`src/hw/rtl/srclex_pkg.sv`:
```
// ----------------------------------------------------------------------------
// srclex_pkg
// Shared codes, token kinds and byte-class helpers for the source lexer.
// ----------------------------------------------------------------------------
package srclex_pkg;

  localparam int unsigned OFFSET_WIDTH_DEF = 24;
  localparam int unsigned KIND_WIDTH       = 7;
  localparam int unsigned MODE_WIDTH       = 5;

  // Lexer modes.
  localparam logic [4:0] MODE_IDLE  = 5'd0;
  localparam logic [4:0] MODE_IDENT = 5'd1;
  localparam logic [4:0] MODE_NUM   = 5'd2;
  localparam logic [4:0] MODE_STR   = 5'd3;
  localparam logic [4:0] MODE_CHO   = 5'd4;
  localparam logic [4:0] MODE_CHE   = 5'd5;
  localparam logic [4:0] MODE_CHB   = 5'd6;
  localparam logic [4:0] MODE_LCMT  = 5'd7;
  localparam logic [4:0] MODE_BCMT  = 5'd8;
  localparam logic [4:0] MODE_BSTAR = 5'd9;
  localparam logic [4:0] MODE_SHR   = 5'd10;
  localparam logic [4:0] MODE_SHL   = 5'd11;
  localparam logic [4:0] MODE_OP    = 5'd12;
  localparam logic [4:0] MODE_OPEND = 5'd25;

  // Operator leader indexes, counted from the first leader in the single-character list.
  localparam logic [3:0] LEAD_GT    = 4'd0;
  localparam logic [3:0] LEAD_LT    = 4'd1;
  localparam logic [3:0] LEAD_SLASH = 4'd9;

  // Token kinds.
  localparam logic [6:0] K_FIRST_LEAD = 7'd10;
  localparam logic [6:0] K_SHR    = 7'd25;
  localparam logic [6:0] K_SHRE   = 7'd26;
  localparam logic [6:0] K_SHL    = 7'd28;
  localparam logic [6:0] K_SHLE   = 7'd29;
  localparam logic [6:0] K_DOTDOT = 7'd47;
  localparam logic [6:0] K_IDENT  = 7'd58;
  localparam logic [6:0] K_INT    = 7'd59;
  localparam logic [6:0] K_FLOAT  = 7'd60;
  localparam logic [6:0] K_CHAR   = 7'd61;
  localparam logic [6:0] K_BOOL   = 7'd62;
  localparam logic [6:0] K_STRING = 7'd63;
  localparam logic [6:0] K_EOS    = 7'd64;
  localparam logic [6:0] K_ERROR  = 7'd65;
  localparam logic [6:0] K_BAD    = 7'd66;

  // Index into the single-character list; 24 means the byte is not in it.
  localparam logic [4:0] SC_NONE = 5'd24;
  localparam logic [4:0] SC_FIRST_LEAD = 5'd10;

  function automatic logic is_digit(input logic [7:0] b);
    return (b >= 8'h30) && (b <= 8'h39);
  endfunction

  function automatic logic is_letter(input logic [7:0] b);
    return ((b >= 8'h61) && (b <= 8'h7a)) || ((b >= 8'h41) && (b <= 8'h5a));
  endfunction

  function automatic logic is_space(input logic [7:0] b);
    return (b == 8'h20) || ((b >= 8'h09) && (b <= 8'h0d));
  endfunction

  function automatic logic is_print(input logic [7:0] b);
    return (b >= 8'h20) && (b <= 8'h7f);
  endfunction

  function automatic logic [4:0] sc_index(input logic [7:0] b);
    logic [4:0] r;
    case (b)
      "(": r = 5'd0;   ")": r = 5'd1;   "[": r = 5'd2;   "]": r = 5'd3;
      "{": r = 5'd4;   "}": r = 5'd5;   "#": r = 5'd6;   "~": r = 5'd7;
      ";": r = 5'd8;   ",": r = 5'd9;   ">": r = 5'd10;  "<": r = 5'd11;
      "!": r = 5'd12;  "=": r = 5'd13;  "|": r = 5'd14;  "^": r = 5'd15;
      "&": r = 5'd16;  "+": r = 5'd17;  "-": r = 5'd18;  "/": r = 5'd19;
      "%": r = 5'd20;  "*": r = 5'd21;  ":": r = 5'd22;  ".": r = 5'd23;
      default: r = SC_NONE;
    endcase
    return r;
  endfunction

  // Plain two-byte operators: returns {hit, kind}.
  function automatic logic [7:0] op_follow(input logic [3:0] i, input logic [7:0] b);
    logic [7:0] r;
    r = 8'd0;
    case (i)
      4'd0:  if (b == "=") r = {1'b1, 7'd24};
      4'd1:  if (b == "=") r = {1'b1, 7'd27};
      4'd2:  if (b == "=") r = {1'b1, 7'd30};
      4'd3:  if (b == "=") r = {1'b1, 7'd31};
      4'd4:  if (b == "=") r = {1'b1, 7'd32}; else if (b == "|") r = {1'b1, 7'd33};
      4'd5:  if (b == "=") r = {1'b1, 7'd34};
      4'd6:  if (b == "=") r = {1'b1, 7'd35}; else if (b == "&") r = {1'b1, 7'd36};
      4'd7:  if (b == "=") r = {1'b1, 7'd37}; else if (b == "+") r = {1'b1, 7'd38};
      4'd8:  begin
        if (b == "=") r = {1'b1, 7'd39};
        else if (b == ">") r = {1'b1, 7'd40};
        else if (b == "-") r = {1'b1, 7'd41};
      end
      4'd9:  if (b == "=") r = {1'b1, 7'd42};
      4'd10: if (b == "=") r = {1'b1, 7'd43};
      4'd11: if (b == "=") r = {1'b1, 7'd44};
      4'd12: if (b == ":") r = {1'b1, 7'd45}; else if (b == "=") r = {1'b1, 7'd46};
      4'd13: if (b == ".") r = {1'b1, K_DOTDOT};
      default: r = 8'd0;
    endcase
    return r;
  endfunction

  // Keyword lookup on the packed word buffer, last byte lowest.
  function automatic logic [6:0] word_kind(input logic [63:0] w, input logic [3:0] len);
    logic [6:0] r;
    r = K_IDENT;
    if (len == 4'd2 && w == 64'h6966) r = 7'd48;
    if (len == 4'd4 && w == 64'h656c7365) r = 7'd49;
    if (len == 4'd5 && w == 64'h7768696c65) r = 7'd50;
    if (len == 4'd3 && w == 64'h666f72) r = 7'd51;
    if (len == 4'd5 && w == 64'h756e696f6e) r = 7'd52;
    if (len == 4'd6 && w == 64'h737472756374) r = 7'd53;
    if (len == 4'd4 && w == 64'h656e756d) r = 7'd54;
    if (len == 4'd8 && w == 64'h636f6e74696e7565) r = 7'd55;
    if (len == 4'd5 && w == 64'h627265616b) r = 7'd56;
    if (len == 4'd6 && w == 64'h72657475726e) r = 7'd57;
    if (len == 4'd4 && w == 64'h74727565) r = K_BOOL;
    if (len == 4'd5 && w == 64'h66616c7365) r = K_BOOL;
    return r;
  endfunction

endpackage

```
`src/hw/rtl/source_lexer.sv`:
```
// ----------------------------------------------------------------------------
// source_lexer
// Streaming tokenizer: source bytes in, token kind and start offset out.
// ----------------------------------------------------------------------------
// One source byte is taken per cycle while the queue has room; its tokens
// (none, one or two) are written into a four-entry output queue in the same
// cycle. The input is ready whenever the queue has room for two words, which
// the queue depth sets. Tokens wait on at most one byte of lookahead, except
// that an integer followed by a dot waits for the byte after the dot.
module source_lexer import srclex_pkg::*; #(
  parameter int unsigned OFFSET_WIDTH = OFFSET_WIDTH_DEF
) (
  input  logic clk_i,
  input  logic rst_ni,
  // tdata: text_byte [7:0]
  input  logic [7:0] s_axis_tdata,
  input  logic       s_axis_tlast,   // end_of_text
  input  logic       s_axis_tvalid,
  output logic       s_axis_tready,
  // tdata: tok_kind [6:0], token_offset [OFFSET_WIDTH+6:7], zero padding above
  output logic [((KIND_WIDTH+OFFSET_WIDTH+7)/8)*8-1:0] m_axis_tdata,
  output logic       m_axis_tlast,   // last_of_run
  output logic       m_axis_tvalid,
  input  logic       m_axis_tready
);

  localparam int unsigned W    = OFFSET_WIDTH;
  localparam int unsigned EW   = KIND_WIDTH + W + 1;
  localparam int unsigned TDW  = ((KIND_WIDTH + OFFSET_WIDTH + 7) / 8) * 8;

  logic [MODE_WIDTH-1:0] mode_q, mode_d;
  logic [W-1:0] ts_q, ts_d, off_q, off_d;
  logic [63:0] wb_q, wb_d;
  logic [3:0]  wl_q, wl_d;
  logic        sd_q, sd_d, dp_q, dp_d;

  logic [6:0]   rk [2];
  logic [W-1:0] ro [2];
  logic [1:0]   n;
  logic         restart, accept;
  logic [7:0]   b;
  logic [3:0]   lead;
  logic [7:0]   fol;
  logic [4:0]   sci;
  logic         sd_tmp;

  logic [EW-1:0] head;
  logic [2:0]    count;

  task automatic push(input logic [6:0] k, input logic [W-1:0] o);
    if (n != 2'd2) begin
      rk[n[0]] = k;
      ro[n[0]] = o;
      n = n + 2'd1;
    end
  endtask

  assign accept = s_axis_tvalid && s_axis_tready;
  assign b      = s_axis_tdata;

  // Next state and the tokens caused by the current byte.
  always_comb begin
    mode_d  = mode_q;
    ts_d    = ts_q;
    wb_d    = wb_q;
    wl_d    = wl_q;
    sd_d    = sd_q;
    dp_d    = dp_q;
    off_d   = off_q + W'(1);
    n       = 2'd0;
    rk[0]   = '0;
    rk[1]   = '0;
    ro[0]   = '0;
    ro[1]   = '0;
    restart = 1'b0;
    lead    = 4'd0;
    fol     = 8'd0;
    sci     = SC_NONE;
    sd_tmp  = sd_q;

    case (mode_q)
      MODE_IDENT: begin
        if (is_letter(b) || is_digit(b) || b == "_") begin
          if (wl_q < 4'd8) wb_d = {wb_q[55:0], b};
          if (wl_q < 4'd9) wl_d = wl_q + 4'd1;
        end else begin
          push(word_kind(wb_q, wl_q), ts_q);
          restart = 1'b1;
        end
      end
      MODE_NUM: begin
        if (dp_q && b == ".") begin
          // Number followed by a range operator.
          dp_d = 1'b0;
          push(K_INT, ts_q);
          push(K_DOTDOT, off_q - W'(1));
          mode_d = MODE_IDLE;
        end else begin
          dp_d = 1'b0;
          if (dp_q) sd_tmp = 1'b1;
          sd_d = sd_tmp;
          if (is_digit(b)) begin
            sd_d = sd_tmp;
          end else if (b == "." && !sd_tmp) begin
            dp_d = 1'b1;
          end else begin
            push(sd_tmp ? K_FLOAT : K_INT, ts_q);
            restart = 1'b1;
          end
        end
      end
      MODE_STR: begin
        if (b == "\"") begin
          push(K_STRING, ts_q);
          mode_d = MODE_IDLE;
        end
      end
      MODE_CHO: begin
        if (b == "\\") mode_d = MODE_CHE;
        else if (is_print(b) && b != "'") mode_d = MODE_CHB;
        else begin
          push(K_ERROR, ts_q);
          restart = 1'b1;
        end
      end
      MODE_CHE: begin
        if (is_print(b)) mode_d = MODE_CHB;
        else begin
          push(K_CHAR, ts_q);
          restart = 1'b1;
        end
      end
      MODE_CHB: begin
        if (b == "'") begin
          push(K_CHAR, ts_q);
          mode_d = MODE_IDLE;
        end else begin
          push(K_ERROR, ts_q);
          restart = 1'b1;
        end
      end
      MODE_LCMT: begin
        if (b == 8'h0a || b == 8'h00) mode_d = MODE_IDLE;
      end
      MODE_BCMT: begin
        if (b == "*") mode_d = MODE_BSTAR;
        else if (b == 8'h00) mode_d = MODE_IDLE;
      end
      MODE_BSTAR: begin
        if (b == "/" || b == 8'h00) mode_d = MODE_IDLE;
        else if (b != "*") mode_d = MODE_BCMT;
      end
      MODE_SHR, MODE_SHL: begin
        if (b == "=") begin
          push((mode_q == MODE_SHR) ? K_SHRE : K_SHLE, ts_q);
          mode_d = MODE_IDLE;
        end else begin
          push((mode_q == MODE_SHR) ? K_SHR : K_SHL, ts_q);
          restart = 1'b1;
        end
      end
      default: begin
        if (mode_q >= MODE_OP && mode_q <= MODE_OPEND) begin
          lead = 4'(mode_q - MODE_OP);
          fol  = op_follow(lead, b);
          if (lead == LEAD_GT && b == ">") mode_d = MODE_SHR;
          else if (lead == LEAD_LT && b == "<") mode_d = MODE_SHL;
          else if (lead == LEAD_SLASH && b == "/") mode_d = MODE_LCMT;
          else if (lead == LEAD_SLASH && b == "*") mode_d = MODE_BCMT;
          else if (fol[7]) begin
            push(fol[6:0], ts_q);
            mode_d = MODE_IDLE;
          end else begin
            push(K_FIRST_LEAD + {3'b0, lead}, ts_q);
            restart = 1'b1;
          end
        end else begin
          restart = 1'b1;
        end
      end
    endcase

    // Byte handled afresh between tokens.
    if (restart) begin
      mode_d = MODE_IDLE;
      ts_d   = off_q;
      sci    = sc_index(b);
      if (is_space(b)) begin
        mode_d = MODE_IDLE;
      end else if (b == 8'h00) begin
        push(K_EOS, off_q);
      end else if (b == "'") begin
        ts_d   = off_q + W'(1);
        mode_d = MODE_CHO;
      end else if (b == "\"") begin
        ts_d   = off_q + W'(1);
        mode_d = MODE_STR;
      end else if (is_digit(b)) begin
        sd_d   = 1'b0;
        dp_d   = 1'b0;
        mode_d = MODE_NUM;
      end else if (is_letter(b)) begin
        wb_d   = {56'd0, b};
        wl_d   = 4'd1;
        mode_d = MODE_IDENT;
      end else if (sci < SC_FIRST_LEAD) begin
        push({2'b0, sci}, off_q);
      end else if (sci != SC_NONE) begin
        mode_d = MODE_OP + (sci - SC_FIRST_LEAD);
      end else begin
        push(K_BAD, off_q);
      end
    end

    // End of text: emit the pending token and return to reset state.
    if (s_axis_tlast) begin
      case (mode_d)
        MODE_IDENT: push(word_kind(wb_d, wl_d), ts_d);
        MODE_NUM:   push((sd_d || dp_d) ? K_FLOAT : K_INT, ts_d);
        MODE_STR, MODE_CHO, MODE_CHB: push(K_ERROR, ts_d);
        MODE_CHE:   push(K_CHAR, ts_d);
        MODE_SHR:   push(K_SHR, ts_d);
        MODE_SHL:   push(K_SHL, ts_d);
        default: begin
          if (mode_d >= MODE_OP && mode_d <= MODE_OPEND)
            push(K_FIRST_LEAD + {2'b0, mode_d - MODE_OP}, ts_d);
        end
      endcase
      mode_d = MODE_IDLE;
      ts_d   = '0;
      off_d  = '0;
      wb_d   = '0;
      wl_d   = 4'd0;
      sd_d   = 1'b0;
      dp_d   = 1'b0;
    end
  end

  // Lexer state registers.
  always_ff @(posedge clk_i or negedge rst_ni) begin
    if (!rst_ni) begin
      mode_q <= MODE_IDLE;
      ts_q   <= '0;
      off_q  <= '0;
      wb_q   <= '0;
      wl_q   <= 4'd0;
      sd_q   <= 1'b0;
      dp_q   <= 1'b0;
    end else if (accept) begin
      mode_q <= mode_d;
      ts_q   <= ts_d;
      off_q  <= off_d;
      wb_q   <= wb_d;
      wl_q   <= wl_d;
      sd_q   <= sd_d;
      dp_q   <= dp_d;
    end
  end

  // Token queue towards the master side.
  srclex_fifo #(
    .DataWidth(EW)
  ) u_fifo (
    .clk_i     (clk_i),
    .rst_ni    (rst_ni),
    .push_cnt_i(accept ? n : 2'd0),
    .push0_i   ({(n == 2'd1), ro[0], rk[0]}),
    .push1_i   ({1'b1, ro[1], rk[1]}),
    .pop_i     (m_axis_tvalid && m_axis_tready),
    .head_o    (head),
    .count_o   (count)
  );

  assign s_axis_tready = (count <= 3'd2);
  assign m_axis_tvalid = (count != 3'd0);
  assign m_axis_tdata  = TDW'(head[EW-2:0]);
  assign m_axis_tlast  = head[EW-1];

  // The queue never overflows.
  assert property (@(posedge clk_i) disable iff (!rst_ni) count <= 3'd4)
    else $error("token queue overfilled");

  // A byte is only taken when two words of room remain.
  assert property (@(posedge clk_i) disable iff (!rst_ni) accept |-> count <= 3'd2)
    else $error("byte accepted without room for its tokens");

  // Ending the text always leaves the lexer between tokens at offset zero.
  assert property (@(posedge clk_i) disable iff (!rst_ni)
    (accept && s_axis_tlast) |=> (mode_q == MODE_IDLE && off_q == '0))
    else $error("lexer state not cleared at end of text");

endmodule

```
`src/hw/rtl/srclex_fifo.sv`:
```
// ----------------------------------------------------------------------------
// srclex_fifo
// Four-entry token queue that takes up to two words per cycle and gives one.
// ----------------------------------------------------------------------------
module srclex_fifo import srclex_pkg::*; #(
  parameter int unsigned DataWidth = 32
) (
  input  logic                 clk_i,
  input  logic                 rst_ni,
  input  logic [1:0]           push_cnt_i,
  input  logic [DataWidth-1:0] push0_i,
  input  logic [DataWidth-1:0] push1_i,
  input  logic                 pop_i,
  output logic [DataWidth-1:0] head_o,
  output logic [2:0]           count_o
);

  logic [DataWidth-1:0] mem_q [4];
  logic [1:0]           wr_q, rd_q;
  logic [2:0]           cnt_q;

  // Storage writes at the tail, one or two entries.
  always_ff @(posedge clk_i) begin
    if (push_cnt_i != 2'd0) mem_q[wr_q] <= push0_i;
    if (push_cnt_i == 2'd2) mem_q[wr_q + 2'd1] <= push1_i;
  end

  // Pointers and fill count.
  always_ff @(posedge clk_i or negedge rst_ni) begin
    if (!rst_ni) begin
      wr_q  <= 2'd0;
      rd_q  <= 2'd0;
      cnt_q <= 3'd0;
    end else begin
      wr_q  <= wr_q + push_cnt_i;
      rd_q  <= rd_q + {1'b0, pop_i};
      cnt_q <= cnt_q + {1'b0, push_cnt_i} - {2'b0, pop_i};
    end
  end

  assign head_o  = mem_q[rd_q];
  assign count_o = cnt_q;

endmodule

```
`config.mk`:
```
export PLATFORM = sky130hd
export DESIGN_NAME = source_lexer
export DESIGN_NICKNAME = d
export VERILOG_FILES = /design/src/hw/rtl/srclex_pkg.sv /design/src/hw/rtl/source_lexer.sv /design/src/hw/rtl/srclex_fifo.sv
export SDC_FILE = /design/constraint.sdc
export NUM_CORES = 1
export LEC_CHECK = 0
export BUFFER_PORTS_ARGS = -buffer_cell sky130_fd_sc_hd__buf_4
export CAP_MARGIN = 20
export CORE_MARGIN = 5
export CORE_UTILIZATION = 47
export CTS_CLUSTER_DIAMETER = 30
export DETAILED_ROUTE_END_ITERATION = 10
export GPL_TIMING_DRIVEN = 0
export MAX_ROUTING_LAYER = met4
export PLACE_DENSITY = 0.73
export SETUP_SLACK_MARGIN = 0.3
export SYNTH_ARGS = -nofsm -noshare
export SYNTH_HDL_FRONTEND = slang
export SYNTH_SLANG_ARGS = --single-unit
```
`constraint.sdc`:
```
create_clock -name clk_i -period 9.26 [get_ports clk_i]
set_input_delay 1.389 -clock clk_i [delete_from_list [all_inputs] [get_ports clk_i]]
set_output_delay 1.389 -clock clk_i [all_outputs]
set_load 0.005 [all_outputs]
```
Word-level counts from Yosys, hierarchy flattened
Memories as Yosys holds them, arrays and structs flattened.
Index checks and enable logic that the tools add are counted.
Storage, ports and cells
  RAM bits: 128
  latch bits: 0
  logic and storage cells: 528
  output and inout port bits: 35
  register bits after elaboration: 130
  bits in read-only memories: 0
  memories: 1
  input bits: 13
Operators by class
  mux-type cells: 284
  add/subtract/negate cells: 17
  shift operators: 0
  reduce and logical (&&, ||, !) cells: 62
  divide/modulo/power cells: 0
  $mul: 0
  bitwise gates (word level): 24
  equality and inequality tests: 106
  $lt $le $gt $ge: 24
Memories
  u_fifo.mem_q: words 4, bits a word 32, read ports 1, clocked after Yosys merged registers in 0, write ports 2, line srclex_fifo.sv:18  | logic [DataWidth-1:0] mem_q [4];
Operators with widths (number)
  $mux W48: 15
  $mux W64: 11
  $mux W24: 27
  $eq A64 B39 Y1 const B: 8
  $eq A64 B31 Y1 const B: 6
  $mux W14: 22
  $mux W7: 42
  $eq A64 B47 Y1 const B: 4
  $mux W8: 22
  $pmux W24 S7: 1
  $eq A8 B6 Y1 const B: 20
  $mux W5: 29
  $bwmux W48: 3
  $eq A64 B15 Y1 const B: 2
  $eq A64 B23 Y1 const B: 2
  $eq A64 B63 Y1 const B: 2
  $pmux W5 S24: 1
  $pmux W8 S14: 1
  $pmux W14 S6: 1
  $demux W24 S1: 3
  $eq A8 B7 Y1 const B: 9
  $bwmux W14: 4
  $pmux W7 S8: 1
  $mux W1: 54
  other kinds (73): 227

Logic depth before layout (Yosys ltp)
  depth after elaboration: 35
  mapped depth: 33
  gate-level depth less buffers: 30

Hierarchy
A second synthesis with hierarchy kept.
Second synthesis, totals
  cells, all modules: 2146
  area, all modules: 20200.6 sq um
Modules (own cells, without submodules)
  source_lexer: sequential area each 3078.0 sq um, area each 13459.2 sq um, cells an instance 1798, times used 1
  srclex_fifo: sequential area each 4018.9 sq um, area each 6741.5 sq um, cells an instance 348, times used 1

Least setup slack after synthesis
OpenSTA, ideal clock, no wires.
  path kind: input-to-reg
  start point: input port s_axis_tdata[6]
  end point: memory u_fifo.mem_q[2][0] (enable)
  library setup time: 0.388 ns
  required time: 8.872 ns
  cell stages on the path: 27
  arrival time: 6.958 ns
  slack: 1.914 ns
  path buffers: 4
  cell sequence: buf_2 > or3b_1 > buf_2 > a211oi_2 > or2_1 > a211oi_1 > ha_1 > a21bo_2 > a211oi_1 > a21oi_1 > a2bb2oi_1 > o31a_1 > and3_4 > nor2_1 > inv_1 > ha_1 > nand3_1 > o21ai_0 > a32o_1 > a22oi_2 > o21ai_4 > nand3_2 > o21ai_2 > or3_1 > buf_2 > buf_1 > nand2_1
RTL lines
  start: declaration: line source_lexer.sv:16  | input logic [7:0] s_axis_tdata,
  end: declaration: line srclex_fifo.sv:18

==> impl_metrics.toml <==
[global_routing]
overflow = 0
grt_usage = 0.3395
grt_pass1_wl_um = 116900
grt_max_degree = 94
antenna_found_initial = 0
grt_pass1_vias = 19110

[die]
die_area_um2 = 45540
row_count = 74
die_width_um = 213.4
die_y_um = 213.4
core_um2 = 40920
start_util = 0.4752
pin_count = 48

[timing]
grt_setup_unrepaired = "false"
fin_crit_sh = 0.9382
clock_skew_ns = 0.01783
clock.fmax_mhz = 115.1
fin_crit_ns = 8.688
setup-violations-final = 0
relSlewSlack = 0.1677
whs_ns = 0.4619
drv_slew = 0
tightest_slew_ns = 1.244
finalHoldViolCount = 0

[drt]
route.detailed.drc = 0
drt_wl_total_um = 76510
ant_nets = 0
via_per_inst = 6.809
wl_per_cell_um = 26.36
vias = 19760
drt_first_pass_iters = 6
first_iter_violations = 2266

[logic_synthesis]
post_synth_and_or_nand_nor_area_fraction = 0.2395
synthCells = 2213
yosys.area.top_type_share = 0.1915
syn_avg_cell_area_um2 = 8.787
syn_nets = 2260
synth_common_cells = "nand2_1, nor2_1, dfrtp_1"
synthTopCellsByArea = "edfxtp_1, dfrtp_1, nand2_1, a22o_1, o22ai_1"
ys_seq_area_frac = 0.3629
yosysTopAreaCell = "edfxtp_1"
synth_enable_flop_cells = 124
synth_xor_area_frac = 0.02297
netlist_area_um2 = 19450
synth_cell_types = 116
ys_ff_latch = 258
synth.most_common_cell = "nand2_1"
synth_warnings = 0
synth_compound_area_frac = 0.2478
synth-main-ff-cell = "dfrtp_1"
synth_adder_area_share = 0.02226
muxShareOfSynthArea = 0.05257
synthArstFlopShare = 0.5039
synth_top_family_by_area = "compound AO/OA/AOI/OAI gates"

[hold_path]
hold_path_class = "reg -> reg"
holdPathStages = 2
hold_end = "u_fifo.mem_q[3][31]"
holdCritStartpoint = "u_fifo.mem_q[3][31]"

[worst_setup_path]
cp_data_required_time_ns = 9.48
critPathArrivalTime_ns = 8.91
cp-end-kind = "flip-flop"
worstSetupPathType = "reg -> reg"
reg2reg_to = "u_fifo.mem_q[2][5]"
r2r_cells = 24
cp-start-kind = "flip-flop"
crit_fanout = 31
r2r_start = "mode_q[2]"
rrSetupSlack_ns = 0.57

[power_and_ir_drop]
ir_drop_uv = 197.5
power_leakage_uw = 0.008125
powerDensity_nw_per_um2 = 385.7

[final_layout]
num-fill-cells = 3680
fin_util = 0.5528
diodes = 0
drive_above_1_share = 0.1278
nNetsFinal = 2367
instances_no_fill = 2902
area_growth_syn_to_layout_pct = 16.33
final_cell_area_um2 = 22620

[clock_tree]
cts.sinks = 258
cts_tree = "built"
clk_pin_slew_ns = 0.05
numCtsBuffers = 58
h-tree-depth = 2
insertion_delay_ns = 0.61
cts-root-buf = "clkbuf_16"
clockBufferDepth = 3

[run]
maxCapViolations = 0

[placed_design]
portBuffers = 44
dp.cells = 2792
placed_cell_area_um2 = 20490
dpl.hpwl_um = 56900
place.gp.congestion = 1.024

[outcome]
status = "finished, final reports clean"
-- cell usage in the layout, fill, tap and decap left out, types with 29 or more instances in the layout --
master	instances
a21oi_1	124
a22o_1	90
buf_2	39
buf_4	50
clkbuf_1	127
clkbuf_16	60
dfrtp_1	130
edfxtp_1	124
ha_1	33
inv_1	38
mux4_2	32
nand2_1	220
nand3_1	76
nand4_1	47
nor2_1	173
nor3_1	78
nor4_1	45
o21ai_0	106
o22ai_1	120
xnor2_1	29
-- kinds of logic after synthesis --
logic type | count (synthesis)
mux | 61
compound gates | 696
other cells | 1
fa+ha+maj | 34
flops | 258
buf+inv | 229
xor+xnor | 51
simple gates | 883
-- per-stage QoR --
step | power [uW] | setup WS [ns] | TNS, ns
finish | 8726 | 0.5722 | 0
global route | 9171 | 0.3065 | 0
CTS | 8607 | 0.5191 | 0
detailed placement | 6400 | -0.04591 | -3.381
global placement | 6296 | -0.5008 | -56.99
floorplan | 4849 | 1.914 | 0
-- critical path: stages, from the launching register on --
cell	delay (ns)
dfrtp_1	0.49
inv_1	0.28
ha_1	0.28
clkbuf_1	0.41
nand2b_1	0.26
o22ai_1	0.37
o211ai_1	0.30
a21oi_1	0.36
nand3_1	0.38
nand2_1	0.45
clkbuf_1	0.52
buf_1	0.64
mux2i_1	0.49
inv_1	0.13
ha_1	0.29
nand3_1	0.10
a32o_1	0.18
a22oi_2	0.16
o21ai_4	0.39
nor4_2	0.08
a21o_1	0.15
buf_2	0.16
nand3_2	0.23
clkbuf_1	0.65
nand2_4	0.51
-- how the worst max path moves through the flow --
| stage | slack [ns] | startpoint | cells after the start | to |
|---|---|---|---|---|
| 2_1_floorplan | 1.91 | s_axis_tdata[6] | 27 | u_fifo.mem_q[2][0] |
| 3_3_place_gp | -0.50 | s_axis_tdata[6] | 21 | u_fifo.mem_q[2][4] |
| 3_5_place_dp | -0.05 | s_axis_tdata[6] | 21 | u_fifo.mem_q[1][4] |
| 4_1_cts | 0.52 | mode_q[2] | 24 | u_fifo.mem_q[1][5] |
| 5_1_grt | 0.31 | mode_q[2] | 24 | u_fifo.mem_q[3][6] |
| 6_report | 0.57 | mode_q[2] | 24 | u_fifo.mem_q[2][5] |
-- flip-flops by register name (all words and copies together), names as in the netlist --
name	flops
u_fifo.mem_q	128
wb_q	64
off_q	24
ts_q	24
mode_q	5
wl_q	4
u_fifo.count_o	3
u_fifo.rd_q	2
u_fifo.wr_q	2
dp_q	1
sd_q	1
-- timing repair --
action / 4_1_cts / 5_1_grt
hold buffers: 0 / 0
setup endpoints to repair: 0 / 124
buffers inserted: 0 / 0
resized for setup: 0 / 4
-- final cells by class --
class                           count  area, um^2  share of cell area
Timing Repair Buffer               47       371.6             0.01643
Clock inverter                     37       498.0             0.02201
Inverter                           42       157.7            0.006969
Buffer                            187       850.8             0.03761
Multi-Input combinational cell   1726       11410              0.5044
Tap cell                          532       665.6             0.02942
Clock buffer                       73        1610             0.07118
Sequential cell                   258        7057              0.3119
-- report_power, final --
| group | internal, uW | total, uW | switching (uW) |
|---|---|---|---|
| Sequential | 1450 | 1560 | 118 |
| Combinational | 1590 | 4990 | 3390 |
| Clock | 1460 | 2180 | 714 |
| Total | 4500 | 8730 | 4230 |
-- routing by layer --
| metal | vias up | wire (um) | global-route usage |
|---|---|---|---|
| met2 | 1135 | 35260 | 0.5284 |
| met5 | - | 0 | - |
| met1 | 9637 | 31480 | 0.4523 |
| li1 | 8761 | - | - |
| met3 | 228 | 6357 | 0.04784 |
| met4 | 0 | 3419 | 0.1340 |
Note: power is estimated with default switching activity, not from simulation.
